<file path="src/wrl_pkg.sv">
// Package for the windowed RMS level meter: widths, status codes, queue entry type.
// Used by all modules of the block; depends on nothing.
`timescale 1ns / 1ps
`default_nettype none
package wrl_pkg;
	localparam int SAMPLE_BITS   = 16;
	localparam int POSITION_BITS = 20;
	localparam int CHANNEL_BITS  = 6;
	localparam int COUNT_BITS    = POSITION_BITS + 1;
	localparam int SUM_BITS      = 52;
	localparam int SQ_BITS       = 2 * SAMPLE_BITS;
	localparam int LOG_BITS      = 24;
	localparam logic [COUNT_BITS-1:0] COUNT_MAX = {COUNT_BITS{1'b1}};
	localparam logic [SUM_BITS-1:0] SUM_MAX = {SUM_BITS{1'b1}};
	localparam logic [17:0] DB_PER_OCTAVE_Q16 = 18'd197283;
	localparam logic signed [15:0] LEVEL_MIN = 16'sh8000;
	localparam logic signed [15:0] LEVEL_MAX = 16'sh7fff;

	localparam logic [1:0] CFG_WINDOW_START  = 2'd0;
	localparam logic [1:0] CFG_WINDOW_LENGTH = 2'd1;
	localparam logic [1:0] CFG_REF_OFFSET    = 2'd2;

	typedef enum logic [1:0] {
		ST_OK    = 2'd0,
		ST_SHORT = 2'd1,
		ST_EMPTY = 2'd2
	} status_t;

	// One finished window handed from the accumulator to the log unit.
	typedef struct packed {
		logic [SUM_BITS-1:0]     square_sum;
		logic [COUNT_BITS-1:0]   summed_count;
		logic [CHANNEL_BITS-1:0] channel;
		status_t                 status;
	} window_t;

	typedef enum logic [1:0] {
		LG_IDLE = 2'd0,
		LG_SUM  = 2'd1,
		LG_CNT  = 2'd2,
		LG_OUT  = 2'd3
	} log_state_t;
endpackage
`default_nettype wire

</file>
<file path="src/wrl_front.sv">
// Front part: accepts samples, squares and accumulates them per channel window.
// Depends on wrl_pkg; pushes one window_t per channel into the queue.
`timescale 1ns / 1ps
`default_nettype none
module wrl_front (
	input  wire                              clk,
	input  wire                              arst_n,
	input  wire                              in_valid,
	output logic                             in_ready,
	input  wire signed [wrl_pkg::SAMPLE_BITS-1:0] sample,
	input  wire                              last_in_channel,
	input  wire [wrl_pkg::POSITION_BITS-1:0] window_start,
	input  wire [wrl_pkg::POSITION_BITS-1:0] window_length,
	output logic                             push,
	output wrl_pkg::window_t                 push_data,
	input  wire                              queue_full
);
	import wrl_pkg::*;

	logic [COUNT_BITS-1:0]   position_q;
	logic [SUM_BITS-1:0]     square_sum_q;
	logic [COUNT_BITS-1:0]   summed_count_q;
	logic                    emitted_q;
	logic [CHANNEL_BITS-1:0] channel_q;

	logic [SAMPLE_BITS-1:0] mag;
	logic [SQ_BITS-1:0]     sq;
	logic [SUM_BITS:0]      sum_wide;
	logic [SUM_BITS-1:0]    sum_new;
	logic [COUNT_BITS-1:0]  count_new;
	logic                   take, fill_hit, len_zero, accept;
	status_t                end_status;

	// A sample may end a window, so accept only when the queue has room.
	assign in_ready = !queue_full;
	assign accept   = in_valid && in_ready;
	assign len_zero = (window_length == '0);

	always_comb begin
		mag = sample[SAMPLE_BITS-1] ? SAMPLE_BITS'(-sample) : SAMPLE_BITS'(sample);
		sq  = SQ_BITS'(mag) * SQ_BITS'(mag);
		take = !emitted_q && (position_q >= COUNT_BITS'(window_start))
			&& (len_zero || summed_count_q < COUNT_BITS'(window_length))
			&& (summed_count_q != COUNT_MAX);
		sum_wide  = {1'b0, square_sum_q} + (SUM_BITS + 1)'(sq);
		sum_new   = square_sum_q;
		count_new = summed_count_q;
		if (take) begin
			sum_new   = sum_wide[SUM_BITS] ? SUM_MAX : sum_wide[SUM_BITS-1:0];
			count_new = summed_count_q + 1'b1;
		end
		fill_hit = take && !len_zero && (count_new == COUNT_BITS'(window_length));
		if (count_new == '0) end_status = ST_EMPTY;
		else if (!len_zero) end_status = ST_SHORT;
		else end_status = ST_OK;

		push = accept && (fill_hit || (last_in_channel && !emitted_q));
		push_data.square_sum   = sum_new;
		push_data.summed_count = count_new;
		push_data.channel      = channel_q;
		push_data.status       = fill_hit ? ST_OK : end_status;
	end

	always_ff @(posedge clk or negedge arst_n) begin
		if (!arst_n) begin
			position_q     <= '0;
			square_sum_q   <= '0;
			summed_count_q <= '0;
			emitted_q      <= 1'b0;
			channel_q      <= '0;
		end else if (accept) begin
			if (last_in_channel) begin
				position_q     <= '0;
				square_sum_q   <= '0;
				summed_count_q <= '0;
				emitted_q      <= 1'b0;
				channel_q      <= channel_q + 1'b1;
			end else begin
				if (position_q != COUNT_MAX) position_q <= position_q + 1'b1;
				square_sum_q   <= sum_new;
				summed_count_q <= count_new;
				if (fill_hit) emitted_q <= 1'b1;
			end
		end
	end
endmodule
`default_nettype wire

</file>
<file path="src/wrl_queue.sv">
// Two-entry queue of finished windows between the accumulator and the log unit.
// Depends on wrl_pkg for window_t.
`timescale 1ns / 1ps
`default_nettype none
module wrl_queue (
	input  wire               clk,
	input  wire               arst_n,
	input  wire               push,
	input  wrl_pkg::window_t  push_data,
	output logic              full,
	input  wire               pop,
	output logic              not_empty,
	output wrl_pkg::window_t  head
);
	import wrl_pkg::*;

	window_t    entry_q [2];
	logic       wr_ptr_q, rd_ptr_q;
	logic [1:0] count_q;

	assign full      = (count_q == 2'd2);
	assign not_empty = (count_q != 2'd0);
	assign head      = entry_q[rd_ptr_q];

	always_ff @(posedge clk) begin
		if (push) entry_q[wr_ptr_q] <= push_data;
	end

	always_ff @(posedge clk or negedge arst_n) begin
		if (!arst_n) begin
			wr_ptr_q <= 1'b0;
			rd_ptr_q <= 1'b0;
			count_q  <= '0;
		end else begin
			if (push) wr_ptr_q <= !wr_ptr_q;
			if (pop) rd_ptr_q <= !rd_ptr_q;
			count_q <= count_q + {1'b0, push} - {1'b0, pop};
		end
	end
endmodule
`default_nettype wire

</file>
<file path="src/wrl_log.sv">
// Back part: forms 10*log10(sum/count) + offset in Q8.8 with a bit-serial log2 unit.
// Depends on wrl_pkg; pops windows from the queue and holds one result register.
`timescale 1ns / 1ps
`default_nettype none
module wrl_log (
	input  wire                                 clk,
	input  wire                                 arst_n,
	input  wire                                 not_empty,
	input  wrl_pkg::window_t                    head,
	output logic                                pop,
	input  wire signed [15:0]                   reference_offset_db,
	output logic                                out_valid,
	input  wire                                 out_ready,
	output logic signed [15:0]                  level_db,
	output logic [wrl_pkg::CHANNEL_BITS-1:0]    channel_number,
	output logic [1:0]                          status
);
	import wrl_pkg::*;

	log_state_t state_q, state_d;
	window_t    job_q;
	logic [31:0] m_q;          // Q30 mantissa being squared
	logic [4:0]  step_q;       // fraction bit in progress
	logic [LOG_BITS-1:0] r_q;  // log2 in Q16 being built
	logic [LOG_BITS-1:0] lsum_q;
	logic [5:0]  exp;
	logic [31:0] m_init;
	logic [63:0] m_sq;
	logic [33:0] m_next;
	logic        frac_bit;
	logic [SUM_BITS-1:0] src;
	logic signed [LOG_BITS:0]  d;
	logic signed [LOG_BITS+19:0] p;
	logic signed [LOG_BITS+19:0] q;
	logic signed [17:0] lv;
	logic        start, zero_case;

	// Leading-one search and normalization of the operand to a Q30 mantissa.
	always_comb begin
		src = (state_q == LG_CNT) ? SUM_BITS'(job_q.summed_count) : job_q.square_sum;
		exp = '0;
		for (int i = 0; i < SUM_BITS; i++) begin
			if (src[i]) exp = 6'(i);
		end
		if (exp <= 6'd30) m_init = 32'(src << (6'd30 - exp));
		else m_init = 32'(src >> (exp - 6'd30));
	end

	always_comb begin
		m_sq     = 64'(m_q) * 64'(m_q);
		m_next   = m_sq[63:30] >= 34'(32'h8000_0000) ? 34'(m_sq[63:31]) : m_sq[63:30];
		frac_bit = m_sq[61];
	end

	assign zero_case = (job_q.status == ST_EMPTY) || (job_q.square_sum == '0);
	assign start     = (state_q == LG_IDLE) && not_empty;
	assign pop       = start;

	always_comb begin
		state_d = state_q;
		case (state_q)
			LG_IDLE: if (not_empty) state_d = LG_SUM;
			LG_SUM:  if (step_q == 5'd16 || zero_case) state_d = zero_case ? LG_OUT : LG_CNT;
			LG_CNT:  if (step_q == 5'd16) state_d = LG_OUT;
			LG_OUT:  if (out_ready) state_d = LG_IDLE;
			default: state_d = LG_IDLE;
		endcase
	end

	always_comb begin
		d  = $signed({1'b0, lsum_q}) - $signed({1'b0, r_q});
		p  = d * $signed({1'b0, DB_PER_OCTAVE_Q16}) + (LOG_BITS + 20)'(25'sh80_0000);
		q  = p >>> 24;
		lv = 18'(q) + 18'(reference_offset_db);
	end

	always_ff @(posedge clk) begin
		if (start) job_q <= head;
		if (state_q == LG_SUM && state_d == LG_CNT) lsum_q <= r_q;
		if (state_q != LG_OUT && state_d == LG_OUT) begin
			if (zero_case) level_db <= LEVEL_MIN;
			else if (lv < 18'(LEVEL_MIN)) level_db <= LEVEL_MIN;
			else if (lv > 18'(LEVEL_MAX)) level_db <= LEVEL_MAX;
			else level_db <= lv[15:0];
			channel_number <= job_q.channel;
			status         <= job_q.status;
		end
	end

	// Log2 iterations: restart on each operand, one fraction bit per cycle.
	always_ff @(posedge clk or negedge arst_n) begin
		if (!arst_n) begin
			state_q <= LG_IDLE;
			step_q  <= '0;
			m_q     <= '0;
			r_q     <= '0;
		end else begin
			state_q <= state_d;
			if ((state_q == LG_IDLE && state_d == LG_SUM)
					|| (state_q == LG_SUM && state_d == LG_CNT)) begin
				step_q <= 5'd31;
			end else if (step_q == 5'd31) begin
				m_q    <= m_init;
				r_q    <= LOG_BITS'({exp, 16'b0});
				step_q <= 5'd0;
			end else if (step_q != 5'd16) begin
				m_q    <= 32'(m_next);
				if (frac_bit) r_q <= r_q | LOG_BITS'(24'h8000 >> step_q);
				step_q <= step_q + 1'b1;
			end
		end
	end

	assign out_valid = (state_q == LG_OUT);
endmodule
`default_nettype wire

</file>
<file path="src/windowed_rms_level_db_core.sv">
// Top level of the windowed RMS level meter: config registers, front, queue, log unit.
// Depends on wrl_pkg, wrl_front, wrl_queue and wrl_log.
`timescale 1ns / 1ps
`default_nettype none
// Samples are taken one per cycle; the accumulator never waits on the log unit
// unless the two-entry window queue is full. The log unit pops a window only when
// idle; it then runs two log2 passes (each a load step, sixteen fraction bits and a
// hand-off step) and holds its output until out_ready. A window with zero energy or
// an empty window skips both passes. Channels shorter than the log unit's time per
// window will, in a long run, throttle input through the queue.
module windowed_rms_level_db_core (
	input  wire                clk,
	input  wire                arst_n,
	input  wire                in_valid,
	output logic               in_ready,
	input  wire signed [15:0]  sample,
	input  wire                last_in_channel,
	output logic               out_valid,
	input  wire                out_ready,
	output logic signed [15:0] level_db,
	output logic [5:0]         channel_number,
	output logic [1:0]         status,
	input  wire                cfg_we,
	input  wire [1:0]          cfg_index,
	input  wire [19:0]         cfg_data
);
	import wrl_pkg::*;

	logic [POSITION_BITS-1:0] window_start_q, window_length_q;
	logic signed [15:0]       ref_offset_q;
	logic    push, full, pop, not_empty;
	window_t push_data, head;

	always_ff @(posedge clk or negedge arst_n) begin
		if (!arst_n) begin
			window_start_q  <= '0;
			window_length_q <= '0;
			ref_offset_q    <= '0;
		end else if (cfg_we) begin
			case (cfg_index)
				CFG_WINDOW_START:  window_start_q  <= cfg_data;
				CFG_WINDOW_LENGTH: window_length_q <= cfg_data;
				CFG_REF_OFFSET:    ref_offset_q    <= cfg_data[15:0];
				default: ;
			endcase
		end
	end

	wrl_front u_front (
		.clk, .arst_n, .in_valid, .in_ready, .sample, .last_in_channel,
		.window_start(window_start_q), .window_length(window_length_q),
		.push, .push_data, .queue_full(full)
	);

	wrl_queue u_queue (
		.clk, .arst_n, .push, .push_data, .full, .pop, .not_empty, .head
	);

	wrl_log u_log (
		.clk, .arst_n, .not_empty, .head, .pop,
		.reference_offset_db(ref_offset_q),
		.out_valid, .out_ready, .level_db, .channel_number, .status
	);
endmodule
`default_nettype wire
</file>
<file path="config.mk">
export PLATFORM = sky130hd
export DESIGN_NAME = windowed_rms_level_db_core
export DESIGN_NICKNAME = d
export VERILOG_FILES = /design/src/wrl_pkg.sv /design/src/wrl_front.sv /design/src/wrl_queue.sv /design/src/wrl_log.sv /design/src/windowed_rms_level_db_core.sv
export SDC_FILE = /design/constraint.sdc
export NUM_CORES = 2
export LEC_CHECK = 0
export BUFFER_PORTS_ARGS = -buffer_cell sky130_fd_sc_hd__buf_2
export CAP_MARGIN = 20
export CORE_MARGIN = 3
export CORE_UTILIZATION = 60
export CTS_BUF_LIST = sky130_fd_sc_hd__clkbuf_2
export CTS_CLUSTER_DIAMETER = 50
export CTS_CLUSTER_SIZE = 30
export DETAILED_ROUTE_END_ITERATION = 10
export PLACE_DENSITY_LB_ADDON = 0.15
export REMOVE_ABC_BUFFERS = 1
export SLEW_MARGIN = 20
export SYNTH_ARGS = -nofsm -noshare
export SYNTH_HDL_FRONTEND = slang
export SYNTH_SLANG_ARGS = --single-unit
export TNS_END_PERCENT = 50
</file>
<file path="constraint.sdc">
create_clock -name clk -period 22.9 [get_ports clk]
set_clock_uncertainty 0.05 [all_clocks]
set_input_delay 1.145 -clock clk [delete_from_list [all_inputs] [get_ports clk]]
set_output_delay 1.145 -clock clk [all_outputs]
set_load 0.05 [all_outputs]
</file>
Word-level counts from Yosys, hierarchy flattened. Memory sizes are Yosys's and may differ from the RTL's. A register that Yosys moved wholly into a read port is not among the register bits. Index checks and enable logic that the tools add are counted.

Shift operators: 3. $mul: 3. Bitwise logic cells: 2. $add $sub $neg: 13. $lt $le $gt $ge: 6. Reduce and logical (&&, ||, !) cells: 42. Eq/ne operators: 17. Multiplexer cells: 84.

Operators with widths (number): $mux 6 (50); $mux 52 (4); $mux 32 (4); $mux 21 (4); $mux 24 (3); $mul 32x32->64 (1); $add 52x32->53 (1); $logic_not 52->1 (1); $shl 52x6->32 (1); $shr 52x6->32 (1); $add 21x1->21 const B (2); $add 42x25->42 const B (1); $mul 25x19->42 const B (1); $ne 21x21->1 const B (2); $ge 34x32->1 const B (1); $mul 16x16->32 (1); $mux 16 (2); $sub 24x24->25 (1); $or 24x24->24 (1); $shr 16x5->24 const A (1); $eq 21x20->1 (1); $ge 21x20->1 (1); $logic_not 21->1 (1); $lt 21x20->1 (1); 31 further kinds (83).

Output and inout port bits: 26. Logic and storage cells: 190. Memories: 1. Input bits: 44. Bits in writable memories: 162. Flip-flop bits (word level): 272.

Memory list: u_queue.entry_q (depth 2, bits a word 81, read ports 1, clocked after memory_dff 1, write ports 1, RTL line wrl_queue.sv:17) `window_t entry_q [2];`.

Logic depth before layout (Yosys ltp).
Depth after elaboration: 57. Gate-level depth with buffers: 50. Gate-level depth less buffers: 49.

Cells and area by module. A second synthesis with hierarchy kept.

Cells, all modules: 7625. Area, all modules: 74791.7 µm².

By module, submodules not included: wrl_log (cells an instance 5246, instances 1, area each 49887.8 µm², seq. area each 5340.1 µm²); wrl_front (cells an instance 1992, instances 1, area each 16350.7 µm², seq. area each 2527.4 µm²); wrl_queue (cells an instance 267, instances 1, area each 6443.7 µm², seq. area each 4964.8 µm²); windowed_rms_level_db_core (cells an instance 120, instances 1, area each 2109.5 µm², seq. area each 1401.3 µm²).

Least setup slack after synthesis. No wires, ideal clock.

Path type: reg-to-reg. Start point: register u_log.lsum_q[1]. End point: register u_log.level_db[0] (data pin). Slack: 12775 ps. Data arrival time: 9809 ps. Setup time: 266 ps. Clock period less this slack: 10125 ps. Data required time: 22584 ps. Cell stages (with the launch flop): 48. Cell sequence: edfxtp_1 -> ha_1 -> nor2b_1 -> o21ai_0 -> a21boi_0 -> o21ai_0 -> a21boi_0 -> o21a_1 -> o21ai_0 -> a21oi_1 -> a21o_1 -> xor2_1 -> ha_1 -> fa_1 -> ha_1 -> inv_1 -> fa_1 -> inv_1 -> (+12 left out) -> nor3_1 -> o21ai_0 -> nor2b_1 -> nor2b_1 -> nor2_1 -> xnor2_1 -> ha_1 -> o21ai_0 -> a21oi_1 -> a31oi_1 -> o211ai_1 -> a21oi_1 -> o21a_1 -> o21ai_0 -> xnor3_1 -> o21ai_1 -> clkbuf_1 -> nor2_1.

Longest elaborated chain between the ends: 6. Elaborated cells between the ends (all ways): 8.

Ends and longest elaborated chain: start: declaration (RTL line wrl_log.sv:25) `logic [LOG_BITS-1:0] lsum_q;`; start signal: assignment (RTL line wrl_log.sv:79) `if (state_q == LG_SUM && state_d == LG_CNT) lsum_q <= r_q;`; $sub 24x24->25 (*) (RTL line wrl_log.sv:71) `d = $signed({1'b0, lsum_q}) - $signed({1'b0, r_q});`; $mul 25x19->42 (*) (RTL line wrl_log.sv:72) `p = d * $signed({1'b0, DB_PER_OCTAVE_Q16}) + (LOG_BITS + 20)'(25'sh80_0000);`; $add 42x25->42 (*) (RTL line wrl_log.sv:72); $add 18x16->18 (*) (RTL line wrl_log.sv:74) `lv = 18'(q) + 18'(reference_offset_db);`; $gt 18x16->1 / $lt 18x16->1 (equally long branches) (RTL line wrl_log.sv:83, wrl_log.sv:82); $mux 16 / $reduce_or 2->1 (equally long branches); end signal: assignment (RTL line wrl_log.sv:84) `else level_db <= lv[15:0];`; end: declaration (RTL line wrl_log.sv:14) `output logic signed [15:0] level_db,`.

Every way passes the cells marked *; elsewhere a longest branch is shown, timed or not. A chain may end at the register's enable or synchronous reset.

Worst setup path in the final report.
Start point: register u_log.r_q[1]. End point: register u_log.level_db[7] (data pin).

Longest elaborated chain between the ends: 6. Elaborated cells between the ends (all ways): 8.

Ends and longest elaborated chain: start: declaration (RTL line wrl_log.sv:24) `logic [LOG_BITS-1:0] r_q;`; start signal: assignment (RTL line wrl_log.sv:104) `r_q <= LOG_BITS'({exp, 16'b0});`; start signal: assignment (RTL line wrl_log.sv:108) `if (frac_bit) r_q <= r_q | LOG_BITS'(24'h8000 >> step_q);`; $sub 24x24->25 (*) (RTL line wrl_log.sv:71); $mul 25x19->42 (*) (RTL line wrl_log.sv:72); $add 42x25->42 (*) (RTL line wrl_log.sv:72); $add 18x16->18 (*) (RTL line wrl_log.sv:74); $gt 18x16->1 / $lt 18x16->1 (equally long branches) (RTL line wrl_log.sv:83, wrl_log.sv:82); $mux 16 / $reduce_or 2->1 (equally long branches).

Marked as above.

==> run_results.csv <==
group,metric,value,unit
routing,drtPass1Iterations,6,
clock_network,cts_tree,"yes",
routing,wl_per_cell,21.9,um
logic_synthesis,synth_edf_count,289,
status,status,"completed",
logic_synthesis,netlist_area,73700,um^2
clock_network,cts-htree-levels,2,
logic_synthesis,syn_inst,7552,
timing,period_share,50.1,%
logic_synthesis,yosys_warnings,0,
logic_synthesis,synth.most_common_cell,"inv_1",
finish,drive_above_1_share,7.25,%
floorplanning,die_h,357,um
timing,finalSetupViolCount,0,
finish,fillCellCount,10204,
global_routing,first_global_vias,56343,
worst_setup_path,max_stage_delay,760,ps
flow_run,drv_cap,0,
finish,area_delta_synth_final,4.03,%
floorplanning,ios,70,
timing,fin_setup_tns,0,ps
finish,final_util,63.4,%
timing,tightest_slew,1110,ps
global_routing,gr-usage-all-layers,32.3,%
worst_setup_path,cp.required,23830,ps
floorplanning,die_x,357,um
timing,maxSlewViolCount,0,
logic_synthesis,synthTopCellsByCount,"inv_1 (1581), fa_1 (1110), ha_1 (697)",
timing,rsz0062_at_grt,"no",
timing,min_period,11470,ps
worst_setup_path,crit_path_top_delay_cell,"o21ai_1",
routing,drt-total-wl,200,mm
routing,drc_errors,0,
finish,regArea,14200,um^2
clock_network,cts_resized,0,
global_routing,grt.overflow.total,0,
floorplanning,rows,127,
logic_synthesis,synth_cell_types,115,
global_routing,grt_antenna_before_repair,5,
finish,multiInputGateArea,52300,um^2
global_routing,grt_max_degree,78,
routing,drt_iter0_markers,4424,
logic_synthesis,seq_area_frac_synth,19.3,%
timing,hold_violations,0,
worst_hold_path,hp-class,"in -> async",
worst_setup_path,cp_data_arrival_time,12400,ps
clock_network,clockBufferDepth,3,
timing,max_freq,0.0872,GHz
global_routing,grt_first_pass_wirelength,319,mm
worst_setup_path,r2r-start,"u_log.r_q[1]",
logic_synthesis,synth-seq-cells,511,
floorplanning,fp.dieArea,127000,um^2
worst_setup_path,cpMostUsedCell,"o21ai_0",
placed_design,dp_worst_setup_slack,11520,ps
finish,nets,9339,
clock_network,clk_transition_reported_paths,420,ps
routing,routed_via_density,5.88,
logic_synthesis,avgSynthCellArea,9.76,um^2
routing,ant_nets,0,
logic_synthesis,yosysTopAreaCell,"fa_1",
worst_setup_path,worstSetupPathType,"reg -> reg",
clock_network,root_buffer,"clkbuf_2",
worst_setup_path,startpoint,"u_log.r_q[1]",
clock_network,cts-buffers-inserted,54,
floorplanning,core_area,121000,um^2
worst_setup_path,cp_max_fo,15,
worst_setup_path,startpoint_type,"flop",
floorplanning,initial_utilization,61.0,%
routing,vias,53809,
clock_network,clock_sinks,511,
clock_network,clk_latency,1360,ps
logic_synthesis,synthArstFlopShare,43.4,%
timing,layout_setup_ws,11430,ps
placed_design,gp_congestion,1.00,
placed_design,hpwl,157,mm
logic_synthesis,yosys.area.top_type_share,30.1,%
placed_design,port_buffers,69,
timing,maxSlewHeadroom,25.2,%
worst_setup_path,cp-end-kind,"flop",
logic_synthesis,synth_area_leaders,"fa_1 (30%), ha_1 (12%), edfxtp_1 (12%)",
logic_synthesis,synth-main-ff-cell,"edfxtp_1",
-- repair_timing --
action	in CTS	in global routing
buffers inserted	0	0
hold buffers	16	0
hold endpoints to repair	79	0
-- kinds of logic after synthesis --
group	count (synthesis)	share of synthesized area, %
buffers and inverters	1904	9.96
adders and majority gates	1807	42.0
and+or+nand+nor	1718	10.9
AOI/OAI and AO/OA	1021	9.26
DFF	511	19.3
muxes	373	6.01
xor gates and xnor gates	216	2.61
other	2	0.0102
-- cell type report --
class	count	share of cell area, %
multi-input combinational	5147	68.2
timing repair buffer	169	1.49
sequential	511	18.6
clock buffer	55	0.359
tap	1612	2.63
clock inverter	46	0.891
antenna	5	0.0163
inverter	1605	7.86
-- worst paths after layout --
check | end | slack (ps) | depth (start not counted)
worst max-delay path | u_log.level_db[7] | 11430 | 47
worst min-delay path | u_front.square_sum_q[21] | 180 | 2
worst max register to register | u_log.level_db[7] | 11430 | 47
worst min register to register | u_log.channel_number[1] | 410 | 0
max in group asynchronous | u_queue.rd_ptr_q | 20280 | 4
min in group clk | window_start_q[14] | 180 | 3
-- metrics by stage --
step / area, um^2 / hold WS [ps] / instances
floorplan: 72500 / 350 / 7263
global placement: 75600 / 355 / 9028
detailed placement: 75600 / 355 / 9028
CTS: 76700 / 21.5 / 9145
global route: 76700 / 89.7 / 9147
finish: 76700 / 176 / 9150
-- sequential cells by signal, indices dropped and copies added (netlist names) --
signal / cells
u_front.channel_q: 6
u_front.summed_count_q: 21
window_start_q: 20
u_log.status: 2
u_front.square_sum_q: 52
u_log.m_q: 32
u_log.lsum_q: 22
u_log.r_q: 22
u_front.position_q: 21
u_queue.entry_q: 162
u_queue.rd_ptr_q: 1
window_length_q: 20
u_log.job_q: 81
u_log.level_db: 16
u_front.emitted_q: 1
u_queue.wr_ptr_q: 1
u_log.channel_number: 6
u_log.step_q: 5
u_queue.count_q: 2
u_log.state_q: 2
ref_offset_q: 16
-- cell usage in the layout (no fill, tap or decap), drive strengths merged, types with 18 or more instances in the layout --
cell type  instances
inv             1619
fa              1110
ha               697
nand2            682
nor2             402
edfxtp           289
o21ai            268
a21oi            228
and2             227
dfrtp            222
mux2i            180
mux2             154
buf              153
xnor2            134
a21o              87
xor2              81
nand3             74
nor3              58
clkbuf            55
a31oi             45
nand4             40
mux4              39
and3              37
nor2b             37
nand2b            37
a211oi            36
o21a              34
nor4              32
o31ai             30
clkinv            29
o211ai            25
a221oi            24
or3               21
or2               18
-- routing by layer --
metal | GRT usage [%] | vias up | routed length (um)
li1 | - | 24305 | -
met1 | 45.2 | 27126 | 83600
met2 | 52.3 | 1962 | 93900
met3 | 4.02 | 412 | 13500
met4 | 11.9 | 4 | 8950
met5 | 0 | - | 27
-- critical path: cells and delay by family, from the launching register on --
kind                     cells  cell delay (ps)
XOR/XNOR                     3              930
AND/OR/NAND/NOR              7             1360
AO/OA/AOI/OAI               22             4550
flip-flops                   1              440
buffers and inverters        5              290
adder cells (fa/ha/maj)     10             3680
Power is left out: the tool's default activity adds up to more than one toggle a clock period on the data nets, which glitch-free logic cannot reach.
